File: src/hdl/dcs_pkg.sv
`default_nettype none

package dcs_pkg;

    localparam int BLK_W      = 48;
    localparam int CNT_W      = 7;
    localparam int SPT_W      = 6;
    localparam int HDS_W      = 9;
    localparam int CYL_W      = 10;
    localparam int CFG_IDX_W  = 3;
    localparam int CFG_DATA_W = 9;
    localparam int S_DATA_W   = 56;
    localparam int M_DATA_W   = 120;

    localparam logic [CNT_W-1:0] MAX_BLOCKS   = 7'd64;
    localparam logic [CYL_W-1:0] MAX_CYLINDER = 10'd1023;

    // configuration register indexes
    localparam logic [CFG_IDX_W-1:0] REG_SPT    = 3'd0;
    localparam logic [CFG_IDX_W-1:0] REG_HEADS  = 3'd1;
    localparam logic [CFG_IDX_W-1:0] REG_DRIVE  = 3'd2;
    localparam logic [CFG_IDX_W-1:0] REG_EXT    = 3'd3;
    localparam logic [CFG_IDX_W-1:0] REG_LIMIT  = 3'd4;

    // command bytes
    localparam logic [6:0] FN_READ      = 7'd2;
    localparam logic [6:0] FN_WRITE     = 7'd3;
    localparam logic [6:0] FN_EXT_READ  = 7'd66;
    localparam logic [6:0] FN_EXT_WRITE = 7'd67;

    typedef enum logic [2:0] {
        ST_IDLE,
        ST_LOAD,
        ST_DIV_Q,
        ST_DIV_C,
        ST_EMIT
    } state_t;

    typedef enum logic {
        DIV_BY_SPT,
        DIV_BY_HEADS
    } div_sel_t;

    typedef struct packed {
        logic     load_req;
        logic     div_start;
        div_sel_t div_sel;
        logic     latch_q;
        logic     latch_c;
        logic     advance;
    } cmd_t;

    typedef struct packed {
        logic in_zero;
        logic div_done;
        logic wrap;
        logic final_item;
    } stat_t;

endpackage

`default_nettype wire

File: src/hdl/dcs_div.sv
`default_nettype none

// Restoring divider, one quotient bit a cycle, 48 steps.
module dcs_div (
    input  wire logic                        aclk,
    input  wire logic                        aresetn,
    input  wire logic                        start,
    input  wire logic [dcs_pkg::BLK_W-1:0]   dividend,
    input  wire logic [dcs_pkg::HDS_W-1:0]   divisor,
    output logic                             done,
    output logic [dcs_pkg::BLK_W-1:0]        quotient,
    output logic [dcs_pkg::HDS_W-1:0]        remainder
);

    logic                       busy_reg, busy_next;
    logic                       done_reg, done_next;
    logic [5:0]                 cnt_reg, cnt_next;
    logic [dcs_pkg::BLK_W-1:0]  quo_reg, quo_next;
    logic [dcs_pkg::HDS_W-1:0]  rem_reg, rem_next;
    logic [dcs_pkg::HDS_W-1:0]  div_reg, div_next;
    logic [dcs_pkg::HDS_W:0]    partial;
    logic [dcs_pkg::HDS_W+1:0]  diff;
    logic                       ge;

    assign partial = {rem_reg, quo_reg[dcs_pkg::BLK_W-1]};
    assign diff    = {1'b0, partial} - {2'b00, div_reg};
    assign ge      = ~diff[dcs_pkg::HDS_W+1];

    always_comb begin
        busy_next = busy_reg;
        done_next = 1'b0;
        cnt_next  = cnt_reg;
        quo_next  = quo_reg;
        rem_next  = rem_reg;
        div_next  = div_reg;
        if (start) begin
            busy_next = 1'b1;
            cnt_next  = '0;
            quo_next  = dividend;
            rem_next  = '0;
            div_next  = divisor;
        end else if (busy_reg) begin
            quo_next = {quo_reg[dcs_pkg::BLK_W-2:0], ge};
            rem_next = ge ? diff[dcs_pkg::HDS_W-1:0] : partial[dcs_pkg::HDS_W-1:0];
            cnt_next = cnt_reg + 6'd1;
            if (cnt_reg == 6'(dcs_pkg::BLK_W - 1)) begin
                busy_next = 1'b0;
                done_next = 1'b1;
            end
        end
    end

    always_ff @(posedge aclk) begin
        if (!aresetn) begin
            busy_reg <= 1'b0;
            done_reg <= 1'b0;
            cnt_reg  <= '0;
        end else begin
            busy_reg <= busy_next;
            done_reg <= done_next;
            cnt_reg  <= cnt_next;
        end
        quo_reg <= quo_next;
        rem_reg <= rem_next;
        div_reg <= div_next;
    end

    assign done      = done_reg;
    assign quotient  = quo_reg;
    assign remainder = rem_reg;

endmodule

`default_nettype wire

File: src/hdl/dcs_datapath.sv
`default_nettype none

module dcs_datapath (
    input  wire logic                             aclk,
    input  wire logic                             aresetn,
    input  wire dcs_pkg::cmd_t                    cmd,
    output dcs_pkg::stat_t                        stat,
    input  wire logic [dcs_pkg::S_DATA_W-1:0]     s_data,
    input  wire logic                             s_user,
    input  wire logic                             cfg_we,
    input  wire logic [dcs_pkg::CFG_IDX_W-1:0]    cfg_index,
    input  wire logic [dcs_pkg::CFG_DATA_W-1:0]   cfg_data,
    output logic [dcs_pkg::M_DATA_W-1:0]          m_data,
    output logic                                  m_user,
    output logic                                  m_last
);

    // configuration
    logic [dcs_pkg::SPT_W-1:0]  spt_reg;
    logic [dcs_pkg::HDS_W-1:0]  heads_reg;
    logic [7:0]                 drive_reg;
    logic                       ext_reg;
    logic [4:0]                 limit_reg;

    // request and position state
    logic [dcs_pkg::BLK_W-1:0]  blk_reg, blk_next;
    logic [dcs_pkg::CNT_W-1:0]  resid_reg, resid_next;
    logic                       wr_reg, wr_next;
    logic [dcs_pkg::SPT_W-1:0]  sec_off_reg, sec_off_next;
    logic [dcs_pkg::HDS_W-1:0]  hd_reg, hd_next;
    logic [dcs_pkg::CYL_W-1:0]  cyl_reg, cyl_next;
    logic                       big_reg, big_next;

    logic [dcs_pkg::SPT_W-1:0]  spt_eff;
    logic [dcs_pkg::HDS_W-1:0]  hds_eff;
    logic [dcs_pkg::BLK_W-1:0]  div_dividend;
    logic [dcs_pkg::HDS_W-1:0]  div_divisor;
    logic                       div_done;
    logic [dcs_pkg::BLK_W-1:0]  div_quo;
    logic [dcs_pkg::HDS_W-1:0]  div_rem;

    logic [dcs_pkg::CNT_W-1:0]  in_cnt;
    logic [dcs_pkg::SPT_W-1:0]  avail;
    logic [dcs_pkg::CNT_W-1:0]  x_track;
    logic [dcs_pkg::CNT_W-1:0]  x_cnt;
    logic [dcs_pkg::BLK_W:0]    blk_sum;
    logic [dcs_pkg::CNT_W-1:0]  sec_sum;
    logic [dcs_pkg::HDS_W:0]    hd_inc;
    logic                       is_last;
    logic                       range_err;

    logic [6:0]                 o_fn;
    logic [dcs_pkg::CYL_W-1:0]  o_cyl;
    logic [7:0]                 o_head;
    logic [dcs_pkg::SPT_W-1:0]  o_sec;
    logic [15:0]                o_cx;
    logic [15:0]                o_dx;

    assign spt_eff = (spt_reg == '0) ? dcs_pkg::SPT_W'(1) : spt_reg;
    assign hds_eff = (heads_reg == '0) ? dcs_pkg::HDS_W'(1) : heads_reg;

    always_ff @(posedge aclk) begin
        if (!aresetn) begin
            spt_reg   <= 6'd63;
            heads_reg <= 9'd16;
            drive_reg <= 8'd128;
            ext_reg   <= 1'b0;
            limit_reg <= 5'd0;
        end else if (cfg_we) begin
            unique case (cfg_index)
                dcs_pkg::REG_SPT:   spt_reg   <= cfg_data[dcs_pkg::SPT_W-1:0];
                dcs_pkg::REG_HEADS: heads_reg <= cfg_data;
                dcs_pkg::REG_DRIVE: drive_reg <= cfg_data[7:0];
                dcs_pkg::REG_EXT:   ext_reg   <= cfg_data[0];
                dcs_pkg::REG_LIMIT: limit_reg <= cfg_data[4:0];
                default: ;
            endcase
        end
    end

    // shared divider: block / spt first, then that quotient / heads
    assign div_dividend = (cmd.div_sel == dcs_pkg::DIV_BY_SPT) ? blk_reg : div_quo;
    assign div_divisor  = (cmd.div_sel == dcs_pkg::DIV_BY_SPT)
                          ? {3'b000, spt_eff} : hds_eff;

    dcs_div u_div (
        .aclk      (aclk),
        .aresetn   (aresetn),
        .start     (cmd.div_start),
        .dividend  (div_dividend),
        .divisor   (div_divisor),
        .done      (div_done),
        .quotient  (div_quo),
        .remainder (div_rem)
    );

    // chunk size: up to the end of the track, the residue and the limit
    assign in_cnt  = s_data[dcs_pkg::BLK_W +: dcs_pkg::CNT_W];
    assign avail   = spt_eff - sec_off_reg;
    assign x_track = ({1'b0, avail} < resid_reg) ? {1'b0, avail} : resid_reg;
    assign x_cnt   = (limit_reg != '0 && x_track > {2'b00, limit_reg})
                     ? {2'b00, limit_reg} : x_track;
    assign is_last = (x_cnt == resid_reg);
    assign range_err = ~ext_reg & big_reg;

    assign blk_sum = {1'b0, blk_reg} + {{(dcs_pkg::BLK_W + 1 - dcs_pkg::CNT_W){1'b0}}, x_cnt};
    assign sec_sum = {1'b0, sec_off_reg} + x_cnt;
    assign hd_inc  = {1'b0, hd_reg} + 10'd1;

    always_comb begin
        blk_next     = blk_reg;
        resid_next   = resid_reg;
        wr_next      = wr_reg;
        sec_off_next = sec_off_reg;
        hd_next      = hd_reg;
        cyl_next     = cyl_reg;
        big_next     = big_reg;
        if (cmd.load_req) begin
            blk_next   = s_data[dcs_pkg::BLK_W-1:0];
            resid_next = (in_cnt > dcs_pkg::MAX_BLOCKS) ? dcs_pkg::MAX_BLOCKS : in_cnt;
            wr_next    = s_user;
        end
        if (cmd.latch_q) begin
            sec_off_next = div_rem[dcs_pkg::SPT_W-1:0];
        end
        if (cmd.latch_c) begin
            hd_next  = div_rem;
            cyl_next = div_quo[dcs_pkg::CYL_W-1:0];
            big_next = |div_quo[dcs_pkg::BLK_W-1:dcs_pkg::CYL_W];
        end
        if (cmd.advance) begin
            blk_next   = blk_sum[dcs_pkg::BLK_W-1:0];
            resid_next = resid_reg - x_cnt;
            // step along track, head and cylinder; a wrapped address is re-split
            if (sec_sum == {1'b0, spt_eff}) begin
                sec_off_next = '0;
                if (hd_inc == {1'b0, hds_eff}) begin
                    hd_next = '0;
                    if (cyl_reg == dcs_pkg::MAX_CYLINDER) begin
                        big_next = 1'b1;
                    end else begin
                        cyl_next = cyl_reg + 10'd1;
                    end
                end else begin
                    hd_next = hd_inc[dcs_pkg::HDS_W-1:0];
                end
            end else begin
                sec_off_next = sec_sum[dcs_pkg::SPT_W-1:0];
            end
        end
    end

    always_ff @(posedge aclk) begin
        blk_reg     <= blk_next;
        resid_reg   <= resid_next;
        wr_reg      <= wr_next;
        sec_off_reg <= sec_off_next;
        hd_reg      <= hd_next;
        cyl_reg     <= cyl_next;
        big_reg     <= big_next;
    end

    assign stat.in_zero    = (in_cnt == '0);
    assign stat.div_done   = div_done;
    assign stat.wrap       = blk_sum[dcs_pkg::BLK_W];
    assign stat.final_item = is_last | range_err;

    // result item
    always_comb begin
        if (ext_reg) begin
            o_fn   = wr_reg ? dcs_pkg::FN_EXT_WRITE : dcs_pkg::FN_EXT_READ;
            o_cyl  = '0;
            o_head = '0;
            o_sec  = '0;
            o_cx   = '0;
            o_dx   = {8'h00, drive_reg};
        end else begin
            o_fn   = wr_reg ? dcs_pkg::FN_WRITE : dcs_pkg::FN_READ;
            o_head = hd_reg[7:0];
            o_sec  = sec_off_reg + 6'd1;
            if (big_reg) begin
                o_cyl = '0;
                o_cx  = '0;
                o_dx  = '0;
            end else begin
                o_cyl = cyl_reg;
                o_cx  = {cyl_reg[7:0], cyl_reg[9:8], o_sec};
                o_dx  = {hd_reg[7:0], drive_reg};
            end
        end
    end

    assign m_data = {3'b000, o_dx, o_cx, o_sec, o_head, o_cyl,
                     x_cnt[dcs_pkg::SPT_W-1:0], blk_reg, o_fn};
    assign m_user = range_err;
    assign m_last = is_last | range_err;

endmodule

`default_nettype wire

File: src/hdl/dcs_ctrl.sv
`default_nettype none

module dcs_ctrl (
    input  wire logic           aclk,
    input  wire logic           aresetn,
    input  wire logic           s_valid,
    output logic                s_ready,
    output logic                m_valid,
    input  wire logic           m_ready,
    input  wire dcs_pkg::stat_t stat,
    output dcs_pkg::cmd_t       cmd
);

    dcs_pkg::state_t state_reg, state_next;

    always_ff @(posedge aclk) begin
        if (!aresetn) begin
            state_reg <= dcs_pkg::ST_IDLE;
        end else begin
            state_reg <= state_next;
        end
    end

    always_comb begin
        state_next    = state_reg;
        cmd.load_req  = 1'b0;
        cmd.div_start = 1'b0;
        cmd.div_sel   = dcs_pkg::DIV_BY_SPT;
        cmd.latch_q   = 1'b0;
        cmd.latch_c   = 1'b0;
        cmd.advance   = 1'b0;
        s_ready       = 1'b0;
        m_valid       = 1'b0;
        unique case (state_reg)
            dcs_pkg::ST_IDLE: begin
                s_ready = 1'b1;
                if (s_valid) begin
                    cmd.load_req = 1'b1;
                    // an empty request gives no items
                    if (!stat.in_zero) begin
                        state_next = dcs_pkg::ST_LOAD;
                    end
                end
            end
            dcs_pkg::ST_LOAD: begin
                cmd.div_start = 1'b1;
                state_next    = dcs_pkg::ST_DIV_Q;
            end
            dcs_pkg::ST_DIV_Q: begin
                if (stat.div_done) begin
                    cmd.latch_q   = 1'b1;
                    cmd.div_start = 1'b1;
                    cmd.div_sel   = dcs_pkg::DIV_BY_HEADS;
                    state_next    = dcs_pkg::ST_DIV_C;
                end
            end
            dcs_pkg::ST_DIV_C: begin
                cmd.div_sel = dcs_pkg::DIV_BY_HEADS;
                if (stat.div_done) begin
                    cmd.latch_c = 1'b1;
                    state_next  = dcs_pkg::ST_EMIT;
                end
            end
            dcs_pkg::ST_EMIT: begin
                m_valid = 1'b1;
                if (m_ready) begin
                    if (stat.final_item) begin
                        state_next = dcs_pkg::ST_IDLE;
                    end else begin
                        cmd.advance = 1'b1;
                        if (stat.wrap) begin
                            state_next = dcs_pkg::ST_LOAD;
                        end
                    end
                end
            end
            default: state_next = dcs_pkg::ST_IDLE;
        endcase
    end

endmodule

`default_nettype wire

File: src/hdl/disk_request_chs_splitter.sv
`default_nettype none

// Channel   Direction  Handshake             Payload
// s_axis    in         s_axis_tvalid/tready  request: type, start block, block count
// m_axis    out        m_axis_tvalid/tready  one disk command per chunk
// cfg       in         cfg_valid/cfg_ready   register index, write data
//
// First item of a request: two 48-step divisions on the shared one-bit-a-cycle
// divider (block / sectors, then that / heads).
// Further items of the same request: one cycle each while m_axis_tready is high;
// a block address wrapping past 48 bits re-runs both divisions.
// A new request is taken only once the last item of the previous one has left.
// Reset (aresetn low, synchronous) returns to idle and loads the register defaults.
module disk_request_chs_splitter (
    input  wire logic                              aclk,
    input  wire logic                              aresetn,
    input  wire logic                              s_axis_tvalid,
    output logic                                   s_axis_tready,
    // [47:0] start_block, [54:48] block_count, [55] zero
    input  wire logic [dcs_pkg::S_DATA_W-1:0]      s_axis_tdata,
    // [0] req_type
    input  wire logic                              s_axis_tuser,
    output logic                                   m_axis_tvalid,
    input  wire logic                              m_axis_tready,
    // [6:0] function_code, [54:7] chunk_block, [60:55] chunk_count,
    // [70:61] cylinder, [78:71] head, [84:79] sector, [100:85] packed_cx,
    // [116:101] packed_dx, [119:117] zero
    output logic [dcs_pkg::M_DATA_W-1:0]           m_axis_tdata,
    // [0] range_error
    output logic                                   m_axis_tuser,
    output logic                                   m_axis_tlast,
    input  wire logic                              cfg_valid,
    output logic                                   cfg_ready,
    input  wire logic [dcs_pkg::CFG_IDX_W-1:0]     cfg_index,
    input  wire logic [dcs_pkg::CFG_DATA_W-1:0]    cfg_data
);

    dcs_pkg::cmd_t  cmd;
    dcs_pkg::stat_t stat;

    assign cfg_ready = 1'b1;

    dcs_ctrl u_ctrl (
        .aclk    (aclk),
        .aresetn (aresetn),
        .s_valid (s_axis_tvalid),
        .s_ready (s_axis_tready),
        .m_valid (m_axis_tvalid),
        .m_ready (m_axis_tready),
        .stat    (stat),
        .cmd     (cmd)
    );

    dcs_datapath u_dp (
        .aclk      (aclk),
        .aresetn   (aresetn),
        .cmd       (cmd),
        .stat      (stat),
        .s_data    (s_axis_tdata),
        .s_user    (s_axis_tuser),
        .cfg_we    (cfg_valid),
        .cfg_index (cfg_index),
        .cfg_data  (cfg_data),
        .m_data    (m_axis_tdata),
        .m_user    (m_axis_tuser),
        .m_last    (m_axis_tlast)
    );

endmodule

`default_nettype wire

File: config.mk
export PLATFORM = sky130hd
export DESIGN_NAME = disk_request_chs_splitter
export DESIGN_NICKNAME = d
export VERILOG_FILES = /design/src/hdl/dcs_pkg.sv /design/src/hdl/dcs_div.sv /design/src/hdl/dcs_datapath.sv /design/src/hdl/dcs_ctrl.sv /design/src/hdl/disk_request_chs_splitter.sv
export SDC_FILE = /design/constraint.sdc
export NUM_CORES = 1
export LEC_CHECK = 0
export ABC_CLOCK_PERIOD_IN_PS = 15130
export BUFFER_PORTS_ARGS = -buffer_cell sky130_fd_sc_hd__buf_4
export CORE_MARGIN = 8
export CORE_UTILIZATION = 55
export DETAILED_ROUTE_END_ITERATION = 10
export PLACE_DENSITY = 0.85
export SYNTH_ARGS = -nofsm -noshare
export SYNTH_HDL_FRONTEND = slang
export SYNTH_SLANG_ARGS = --single-unit
File: constraint.sdc
create_clock -name aclk -period 15.13 [get_ports aclk]
set_input_delay 4.539 -clock aclk [delete_from_list [all_inputs] [get_ports aclk]]
set_output_delay 4.539 -clock aclk [all_outputs]
set_load 0.03 [all_outputs]
==> summary.txt, run 1 <==
Layout
  • Most common cell after layout, fill and taps aside: buf_4
  • Area of the multi-input gates: 6030 µm²
  • Register Area: 4950 µm²
  • Final Cell Area: 13500 µm²
  • Area delta synth->final: 18.0%
  • Ant. Diodes: 0
  • Filler instances: 1638
  • Ratio of cells with drive above 1 in the final layout: 0.226
  • Nets: 1459
  • Most frequent cells in the layout: 194 x buf_4, 139 x nand2_1, 119 x edfxtp_1

Place
  • Placed inst area: 13000 µm²
  • DPL Wire Length: 21.5 mm
  • Port buffer count: 188
  • Placement Setup Slack: 4.85 ns
  • Routability cong.: 0.922

Synth
  • Seq/Total Area, Yosys: 0.432
  • Top cells by area, synth: edfxtp_1 31%, dfxtp_1 12%, mux2_2 6.4%
  • Top cell type by total area after synthesis: edfxtp_1
  • Mapped Cells: 1183
  • Synth Register Bits: 188
  • YS warnings: 0
  • Share of the synthesized area in the top cell type: 0.311
  • Avg Inst Size Synth: 9.70 µm²
  • Post-synth EDFFs: 119
  • Unique cell type count in the Yosys netlist: 72
  • Synthesized cell area: 11500 µm²
  • Top FF cell, synth: edfxtp_1
  • Synth async-reset ratio: 0

Setup path
  • CP required: 10.59 ns
  • Cell repeated most along the worst path: ha_1
  • Worst setup EP type: primary output
  • WS Path Type: register to primary output
  • Max incr delay on CP: 0.56 ns
  • Critical Path Fanout Max: 11
  • Worst path depth: 26
  • FF-to-FF path depth: 30
  • CP arrival: 6.29 ns
  • Worst Path Buf+Inv: 3
  • Critical-path top delay cell: a21oi_1
  • Crit-path leading delay family: compound AO/OA/AOI/OAI gates
  • Startpoint types: register

STA
  • Final WS setup: 4.30 ns
  • Max Freq: 0.0923 GHz
  • Final worst path period need: 10.83 ns
  • Worst relative slew slack: 0.269
  • Final setup fails: 0
  • Worst slew pin tran: 1.10 ns
  • Fin crit share: 0.716
  • Setup TNS: 0 ns
  • Endpoints failing hold: 0
  • Slew Limit Fails: 0
  • RSZ-0062 raised after global routing: false
  • Clk_skew: 0.0118 ns

Routing
  • TritonRoute pass-1 iters: 7
  • DR iter-0 viols: 688
  • Total Wirelength: 29.2 mm
  • Avg WL per Cell: 18.0 µm
  • Drt via density: 5.75
  • Drt drc: 0
  • Post-route antenna net violation count: 0
  • Vias: 9310

Power and ir drop
  • Leak: 5.47 nW
  • Power Total: 2.01 mW
  • VDD IR-drop max: 0.000107 V
  • PD cells: 149 nW/µm²

Global route
  • Overflow after GRT: 0
  • Largest net degree at the start of global routing: 79
  • Number of global-route vias before repair: 9430
  • Tot GR Track Use: 0.222
  • First-pass GRT wire length: 47.2 mm
  • Initial antenna violation count: 3

Clock network
  • CTS tree: done
  • Clock Sink Count: 188
  • CTS resizes: 0
  • Clock transition at path regs: 0.08 ns
  • H-tree levels: 4
  • CTS root buf: clkbuf_16
  • CTS Buf Count: 17
  • Post-CTS setup buffer count: 0
  • Hold_buf cts: 0
  • Clock Path Buffers: 2
  • Skew-Pair Late Insertion Delay: 0.44 ns

Die
  • Core area: 20800 µm²
  • # rows: 53
  • Initial core utilization: 0.553
  • DIE WIDTH: 160 µm
  • Die Footprint: 25700 µm²
  • I/O pin total: 199
  • Die span in y: 160 µm

Min path
  • Hold Crit Depth: 2
  • Min-Delay Path Class: register to register

Run status
  • Status: finished, final reports clean

Job
  • Max-cap viol count: 0
[logic make-up (layout without fill, tap and decap cells)]
family | Yosys count | in the layout | share of synthesized area
AO/OA/AOI/OAI | 225 | 225 | 0.127
XOR/XNOR | 86 | 86 | 0.0692
adder cells (fa/ha/maj) | 53 | 53 | 0.0611
buffers and inverters | 120 | 274 | 0.0468
flip-flops | 188 | 188 | 0.432
multiplexers | 81 | 81 | 0.0777
other | 2 | 10 | 0.000654
AND/OR/NAND/NOR | 428 | 428 | 0.185
[layer usage]
| layer | global-route usage | part of all wire |
|---|---|---|
| met3 | 0.0548 | 0.064 |
| met1 | 0.271 | 0.42 |
| met5 | 0 | 0.0015 |
| met4 | 0.104 | 0.035 |
| met2 | 0.364 | 0.48 |
[path summary, 6_finish.rpt]
check | from | to | slack [ns]
worst min-delay path | u_dp.drive_reg[5]$_SDFFE_PN0P_ | u_dp.drive_reg[5]$_SDFFE_PN0P_ | 0.46
worst min register to register | u_dp.drive_reg[5]$_SDFFE_PN0P_ | u_dp.drive_reg[5]$_SDFFE_PN0P_ | 0.46
worst max-delay path | u_dp.spt_reg[1]$_SDFFE_PN1P_ | m_axis_tlast | 4.30
worst max register to register | u_dp.spt_reg[1]$_SDFFE_PN1P_ | u_dp.cyl_reg[3]$_DFF_P_ | 7.06
[power by group]
part           switching, mW  total (mW)  internal [mW]  leakage (nW)
logic                  0.402       0.716          0.314          3.51
clock network          0.219       0.440          0.221         0.281
registers              0.118       0.856          0.739          1.68
[synthesized netlist by cell type, types with 5 or more instances]
cell type / count
and3_1: 26
a21oi_1: 25
buf_2: 5
a22o_1: 7
edfxtp_1: 119
a21o_1: 17
buf_4: 21
mux2_2: 65
xnor2_1: 57
o22ai_1: 6
nand3b_1: 8
nor3_1: 29
dfxtp_1: 69
nand2_1: 140
nand4_1: 16
nor4_1: 14
xor2_1: 26
a211oi_1: 10
o21a_1: 11
clkbuf_1: 44
a21boi_0: 18
nor2b_1: 21
ha_1: 48
nand3_1: 48
and2_1: 31
o21ai_0: 85
nand2b_1: 6
mux2i_1: 16
inv_1: 47
fa_1: 5
nor2_1: 67
o21ai_1: 5
o21bai_1: 5
[tightest hold or removal path, delay by kind of cell, from the launching register on]
kind | cells | cell delay [ns]
AOI/OAI and AO/OA | 1 | 0.06
DFF | 1 | 0.31
and+or+nand+nor | 1 | 0.04
[cell type report]
cell class	instances	share of cell area
Multi-Input combinational cell	883	0.445
Sequential cell	188	0.366
Timing Repair Buffer	194	0.108
Clock buffer	18	0.0317
Tap cell	275	0.0254
Inverter	48	0.0133
Clock inverter	14	0.0111
[stage by stage]
| stage | utilization | hold WS (ns) | std cells |
|---|---|---|---|
| floorplan | - | 0.432 | 1191 |
| global placement | 0.625 | 0.446 | 1588 |
| detailed placement | 0.625 | 0.455 | 1588 |
| CTS | 0.652 | 0.465 | 1620 |
| global route | 0.652 | 0.492 | 1620 |
| finish | 0.652 | 0.461 | 1620 |
Note: power is estimated with default switching activity, not from simulation.
==> inputs of run 2 (changes only) <==
--- a/config.mk
+++ b/config.mk
@@ -5,7 +5,7 @@
 export SDC_FILE = /design/constraint.sdc
 export NUM_CORES = 1
 export LEC_CHECK = 0
-export ABC_CLOCK_PERIOD_IN_PS = 15130
+export ABC_CLOCK_PERIOD_IN_PS = 10600
 export BUFFER_PORTS_ARGS = -buffer_cell sky130_fd_sc_hd__buf_4
 export CORE_MARGIN = 8
 export CORE_UTILIZATION = 55
==> constraint.sdc (replaced) <==
create_clock -name aclk -period 10.6 [get_ports aclk]
set_input_delay 3.18 -clock aclk [delete_from_list [all_inputs] [get_ports aclk]]
set_output_delay 3.18 -clock aclk [all_outputs]
set_load 0.03 [all_outputs]
==> run 2 against run 1 <==
Final cell count stayed put. Power rose by 44%. Global-route usage grew 0.19 points. Wire length up 1.2%. Sequential power rose by 44%. Via count increased by 0.47%. Critical path depth is the same. Clock power grew 48%.
==> summary.txt, run 2 (synthesis results as in run 1) <==
Layout
  • Ratio of cells with drive above 1 in the final layout: 0.226 (unchanged)
  • Area of the multi-input gates: 6030 µm² (unchanged)
  • Filler-free cell count of the finished design: 1620 (unchanged)
  • Register Area: 4950 µm² (unchanged)
  • Finished Core Util: 0.653 (+0.000965)
  • Final Cell Area: 13600 µm² (+0.15%)
  • Most common cell after layout, fill and taps aside: buf_4
  • Area delta synth->final: 18.2%
  • Filler instances: 1649 (+0.67%)
  • Most frequent cells in the layout: 194 x buf_4, 139 x nand2_1, 119 x edfxtp_1
  • Nets: 1459 (unchanged)
  • Ant. Diodes: 0 (unchanged)

Die
  • Core area: 20800 µm² (unchanged)
  • Initial core utilization: 0.553 (unchanged)
  • Die span in y: 160 µm (unchanged)
  • DIE WIDTH: 160 µm (unchanged)
  • Die Footprint: 25700 µm² (unchanged)
  • I/O pin total: 199 (unchanged)
  • # rows: 53 (unchanged)

STA
  • Final setup fails: 0 (unchanged)
  • Endpoints failing hold: 0 (unchanged)
  • RSZ-0062 raised after global routing: false
  • Worst slew pin tran: 1.11 ns (+0.00961 ns)
  • Max Freq: 0.107 GHz
  • Hold_ws: 0.461 ns (-0.000616 ns)
  • Final WS setup: 1.21 ns (-3.08 ns)
  • Slew Limit Fails: 0 (unchanged)
  • Worst relative slew slack: 0.262 (-0.00641)
  • Fin crit share: 0.885
  • Final worst path period need: 9.39 ns
  • Clk_skew: 0.0131 ns (+0.00129 ns)
  • Setup TNS: 0 ns (unchanged)

Setup path
  • Startpoint types: register
  • CP required: 7.42 ns (-3.17 ns)
  • CP arrival: 6.21 ns (-0.08 ns)
  • WS Path Type: register to primary output
  • Critical Path Fanout Max: 11 (unchanged)
  • Worst setup EP type: primary output

Clock network
  • Hold_buf cts: 0 (unchanged)
  • Post-CTS setup buffer count: 0 (unchanged)
  • CTS Buf Count: 17 (unchanged)
  • CTS resizes: 0 (unchanged)
  • Clock Path Buffers: 2 (unchanged)
  • CTS root buf: clkbuf_16
  • Skew-Pair Late Insertion Delay: 0.44 ns (about the same)
  • Clock transition at path regs: 0.08 ns (about the same)
  • CTS tree: done
  • H-tree levels: 4 (unchanged)
  • Clock Sink Count: 188 (unchanged)

Run status
  • Status: finished, final reports clean

Global route
  • Largest net degree at the start of global routing: 86 (+8.9%)
  • Overflow after GRT: 0 (unchanged)
  • Initial antenna violation count: 3 (unchanged)
  • Number of global-route vias before repair: 9399 (-0.33%)
  • First-pass GRT wire length: 47.7 mm (+1.1%)
  • Tot GR Track Use: 0.224 (+0.00189)

Place
  • DPL Wire Length: 21.7 mm (+0.91%)
  • Routability cong.: 0.908 (-1.6%)
  • Placed Instances: 1588 (unchanged)
  • Placed inst area: 13000 µm² (unchanged)
  • Placement Setup Slack: 1.73 ns (-3.12 ns)
  • Port buffer count: 188 (unchanged)

Power and ir drop
  • Leak: 5.48 nW (+0.17%)
  • PD cells: 213 nW/µm² (+44%)
  • Power Total: 2.89 mW (+44%)
  • VDD IR-drop max: 0.000134 V (+26%)

Routing
  • Drt via density: 5.77 (+0.47%)
  • Drt drc: 0 (unchanged)
  • DR iter-0 viols: 649 (-5.7%)
  • Vias: 9354 (+0.47%)
  • TritonRoute pass-1 iters: 5 (-2)
  • Total Wirelength: 29.5 mm (+1.2%)
  • Post-route antenna net violation count: 0 (unchanged)
  • Avg WL per Cell: 18.2 µm (+1.2%)

Min path
  • Min-Delay Path Class: register to register

Job
  • Max-cap viol count: 0 (unchanged)
run 2: cell types whose count changed in the layout (fill, tap and decap cells not counted), sizes merged:
cell	previous run	this run
bufinv	0	1
clkbuf	18	17
clkinv	6	5
inv	55	56
run 2: metal layers:
layer  global-route usage  wire length (µm)  share of wire  up-vias
li1                     -                 -              -     4527
met1                0.276             12600           0.43     4452
met2                0.376             14300           0.49      316
met3               0.0527              1820          0.062       53
met4               0.0794               731          0.025        6
met5                    0                41         0.0014        -
run 2: path summary, 6_finish.rpt:
check / cells past startpoint / from / to / slack (ns)
max reg2reg: 29 / u_dp.spt_reg[1]$_SDFFE_PN1P_ / u_dp.cyl_reg[3]$_DFF_P_ / 2.57
max: 26 / u_dp.spt_reg[1]$_SDFFE_PN1P_ / m_axis_tlast / 1.21
min reg2reg: 2 / u_dp.drive_reg[5]$_SDFFE_PN0P_ / u_dp.drive_reg[5]$_SDFFE_PN0P_ / 0.46
min: 2 / u_dp.drive_reg[5]$_SDFFE_PN0P_ / u_dp.drive_reg[5]$_SDFFE_PN0P_ / 0.46
run 2: final cells by class:
class,instances,share of cell area
multi-input cells,883,0.444
flip-flops and latches,188,0.365
repair buffers,194,0.107
clock buffers,17,0.0314
well taps,275,0.0254
inverters,48,0.0133
clock inverters,15,0.0128
run 2: power breakdown:
part	switching [mW]	internal, mW
registers	0.170	1.05
clock network	0.314	0.338
logic	0.567	0.448
run 2: worst max-delay path, cell delays in order, from the launching register on:
cell      delay, ns
dfxtp_1        0.47
nor3_2         0.10
a21oi_4        0.19
ha_1           0.19
inv_1          0.05
fa_1           0.39
a21o_1         0.17
a21oi_1        0.16
xnor2_1        0.17
ha_1           0.27
nand2_1        0.06
nor2_1         0.04
a21oi_1        0.55
o21ai_0        0.30
ha_1           0.35
nor2b_1        0.13
o21ai_0        0.16
nand2b_1       0.09
a211oi_1       0.24
o21bai_1       0.17
nand2_1        0.30
mux2i_1        0.15
ha_1           0.37
nand4_1        0.12
o31ai_1        0.25
buf_4          0.19
buf_4          0.16
==> inputs of run 3 (changes only) <==
--- a/config.mk
+++ b/config.mk
@@ -6,11 +6,11 @@
 export NUM_CORES = 1
 export LEC_CHECK = 0
 export ABC_CLOCK_PERIOD_IN_PS = 10600
-export BUFFER_PORTS_ARGS = -buffer_cell sky130_fd_sc_hd__buf_4
 export CORE_MARGIN = 8
 export CORE_UTILIZATION = 55
 export DETAILED_ROUTE_END_ITERATION = 10
-export PLACE_DENSITY = 0.85
+export DONT_BUFFER_PORTS = 1
+export PLACE_DENSITY = 0.76
 export SYNTH_ARGS = -nofsm -noshare
 export SYNTH_HDL_FRONTEND = slang
 export SYNTH_SLANG_ARGS = --single-unit
==> run 3 against run 2 <==
Final cell count fell by 11%. Clock-buffer cell count did not move. Critical endpoint unchanged. Fmax fell by 3.6%. Critical path type unchanged. Wire length fell by 6.7%. Power fell by 4.0%. Utilization fell by 6.7 points. Die area did not move. Clock skew rose by 0.00077 ns. Final area fell by 10%. Sequential power rose by 6%. Non-clock buffer count fell by 186.
==> summary.txt, run 3 (synthesis results as in run 1) <==
Clock network
  • H-tree levels: 4 (unchanged)
  • Hold_buf cts: 0 (unchanged)
  • Clock transition at path regs: 0.07 ns (about the same)
  • CTS Buf Count: 17 (unchanged)
  • Clock Sink Count: 188 (unchanged)
  • Skew-Pair Late Insertion Delay: 0.43 ns (about the same)
  • CTS resizes: 0 (unchanged)
  • CTS root buf: clkbuf_16
  • Clock Path Buffers: 2 (unchanged)
  • CTS tree: done
  • Post-CTS setup buffer count: 0 (unchanged)

Die
  • Die span in y: 160 µm (unchanged)
  • Die Footprint: 25700 µm² (unchanged)
  • I/O pin total: 199 (unchanged)
  • Initial core utilization: 0.553 (unchanged)
  • Core area: 20800 µm² (unchanged)
  • DIE WIDTH: 160 µm (unchanged)
  • # rows: 53 (unchanged)

STA
  • Slew Limit Fails: 0 (unchanged)
  • Worst slew pin tran: 1.11 ns (+0.000489 ns)
  • Clk_skew: 0.0138 ns (+0.000773 ns)
  • Max Freq: 0.103 GHz (-3.6%)
  • Final worst path period need: 9.74 ns (+0.350 ns)
  • Endpoints failing hold: 0 (unchanged)
  • RSZ-0062 raised after global routing: false
  • Worst relative slew slack: 0.262 (-0.000326)
  • Final setup fails: 0 (unchanged)
  • Setup TNS: 0 ns (unchanged)
  • Fin crit share: 0.918 (+0.0330)

Place
  • Routability cong.: 0.889 (-2.0%)
  • Placed inst area: 11600 µm² (-11%)
  • DPL Wire Length: 20.4 mm (-6.2%)
  • Port buffer count: 0 (-100%)

Setup path
  • Cell repeated most along the worst path: ha_1
  • CP arrival: 6.56 ns (+0.35 ns)
  • Reg2reg end: u_dp.cyl_reg[3]$_DFF_P_
  • Worst reg2reg setup slack: 2.44 ns (-0.13 ns)
  • Crit. Startpoint: u_dp.spt_reg[1]$_SDFFE_PN1P_
  • FF-to-FF path depth: 30 (+3.4%)
  • Worst setup EP type: primary output
  • Critical Path Fanout Max: 11 (unchanged)
  • Max incr delay on CP: 0.86 ns (+0.31 ns)
  • Critical-path top delay cell: o31ai_2
  • WS Path Type: register to primary output
  • R2R Path Start: u_dp.spt_reg[1]$_SDFFE_PN1P_
  • CP cell instances: nor3_2, a21oi_4, ha_1, inv_1, fa_1, a21o_1, a21oi_1, xnor2_1, ha_1, nand2_1, nor2_1, a21oi_1, o21ai_0, ha_1, nor2b_1, o21ai_0, nand2b_1, a211oi_1, o21bai_1, nand2_1, mux2i_1, ha_1, nand4_1, o31ai_2
  • Startpoint types: register
  • Crit path to: m_axis_tlast
  • CP required: 7.42 ns (about the same)

Layout
  • Final Cell Area: 12200 µm² (-10%)
  • Nets: 1273 (-13%)
  • Area delta synth->final: 6.04%
  • Most frequent cells in the layout: 139 x nand2_1, 119 x edfxtp_1, 85 x o21ai_0
  • Filler instances: 1747 (+5.9%)
  • Finished Core Util: 0.586 (-0.0672)
  • Most common cell after layout, fill and taps aside: nand2_1
  • Ratio of cells with drive above 1 in the final layout: 0.105 (-0.121)
  • Ant. Diodes: 0 (unchanged)

Power and ir drop
  • Leak: 4.55 nW (-17%)
  • PD cells: 228 nW/µm² (+7.0%)
  • VDD IR-drop max: 0.000129 V (-3.9%)

Min path
  • HP Start: u_dp.drive_reg[1]$_SDFFE_PN0P_
  • Min-Delay Path Class: register to register

Routing
  • Vias: 8569 (-8.4%)
  • Drt drc: 0 (unchanged)
  • Avg WL per Cell: 19.2 µm (+5.4%)
  • Total Wirelength: 27.6 mm (-6.7%)
  • Drt via density: 5.98 (+3.5%)
  • DR iter-0 viols: 581 (-10%)
  • TritonRoute pass-1 iters: 5 (unchanged)
  • Post-route antenna net violation count: 0 (unchanged)

Run status
  • Status: finished, final reports clean

Job
  • Max-cap viol count: 0 (unchanged)

Global route
  • Number of global-route vias before repair: 8349 (-11%)
  • First-pass GRT wire length: 44.3 mm (-7.1%)
  • Initial antenna violation count: 4 (+1)
  • Overflow after GRT: 0 (unchanged)
  • Tot GR Track Use: 0.211 (-0.0125)
  • Largest net degree at the start of global routing: 115 (+34%)
-- run 3: cell types whose count changed in the layout (fill, tap and decap cells not counted), sizes merged --
cell and delta:
buf -186, clkinvlp +1, inv -1
-- run 3: layout make-up --
type                       count  area, µm²  share of cell area
multi-input combinational    883       6050               0.497
sequential                   188       4950               0.407
clock buffer                  17        425              0.0350
timing repair buffer           8       60.1             0.00494
clock inverter                15        156              0.0129
tap                          275        344              0.0283
inverter                      48        180              0.0148
-- run 3: worst min path at each step --
stage,to,slack (ns),depth (start not counted)
global route,u_dp.drive_reg[5]$_SDFFE_PN0P_,0.49,2
CTS,u_dp.drive_reg[3]$_SDFFE_PN0P_,0.46,2
global placement,u_dp.drive_reg[3]$_SDFFE_PN0P_,0.45,2
finish,u_dp.drive_reg[1]$_SDFFE_PN0P_,0.46,2
detailed placement,u_dp.drive_reg[3]$_SDFFE_PN0P_,0.45,2
floorplan,u_dp.drive_reg[7]$_SDFFE_PN1P_,0.43,2
-- run 3: power breakdown --
| group | switching, mW | internal, mW |
|---|---|---|
| clock | 0.299 | 0.334 |
| combinational | 0.462 | 0.381 |
| sequential | 0.246 | 1.06 |
-- run 3: metrics by stage --
stage / std cells / hold WS (ns) / power (mW) / setup WS (ns)
detailed placement: 1402 / 0.452 / 2.16 / 1.31
global placement: 1402 / 0.445 / 2.12 / 1.54
CTS: 1434 / 0.462 / 2.79 / 0.846
floorplan: 1191 / 0.432 / 1.94 / 2.09
finish: 1434 / 0.461 / 2.78 / 0.864
global route: 1434 / 0.486 / 2.94 / 0.402
-- run 3: per-layer routing --
layer  GRT usage  wire length [µm]  vias up
li1            -                 -     4166
met1       0.265             11800     4091
met2       0.344             13200      257
met3      0.0599              1990       47
met4      0.0697               582        8
met5           0                47        -
-- run 3: critical path, delay by kind of cell (launching register included) --
| family | cells | cell delay [ns] |
|---|---|---|
| xor+xnor | 1 | 0.18 |
| fa+ha+maj | 5 | 1.59 |
| simple gates | 7 | 0.85 |
| buf+inv | 1 | 0.05 |
| flops | 1 | 0.48 |
| compound gates | 9 | 2.82 |
| mux | 1 | 0.14 |
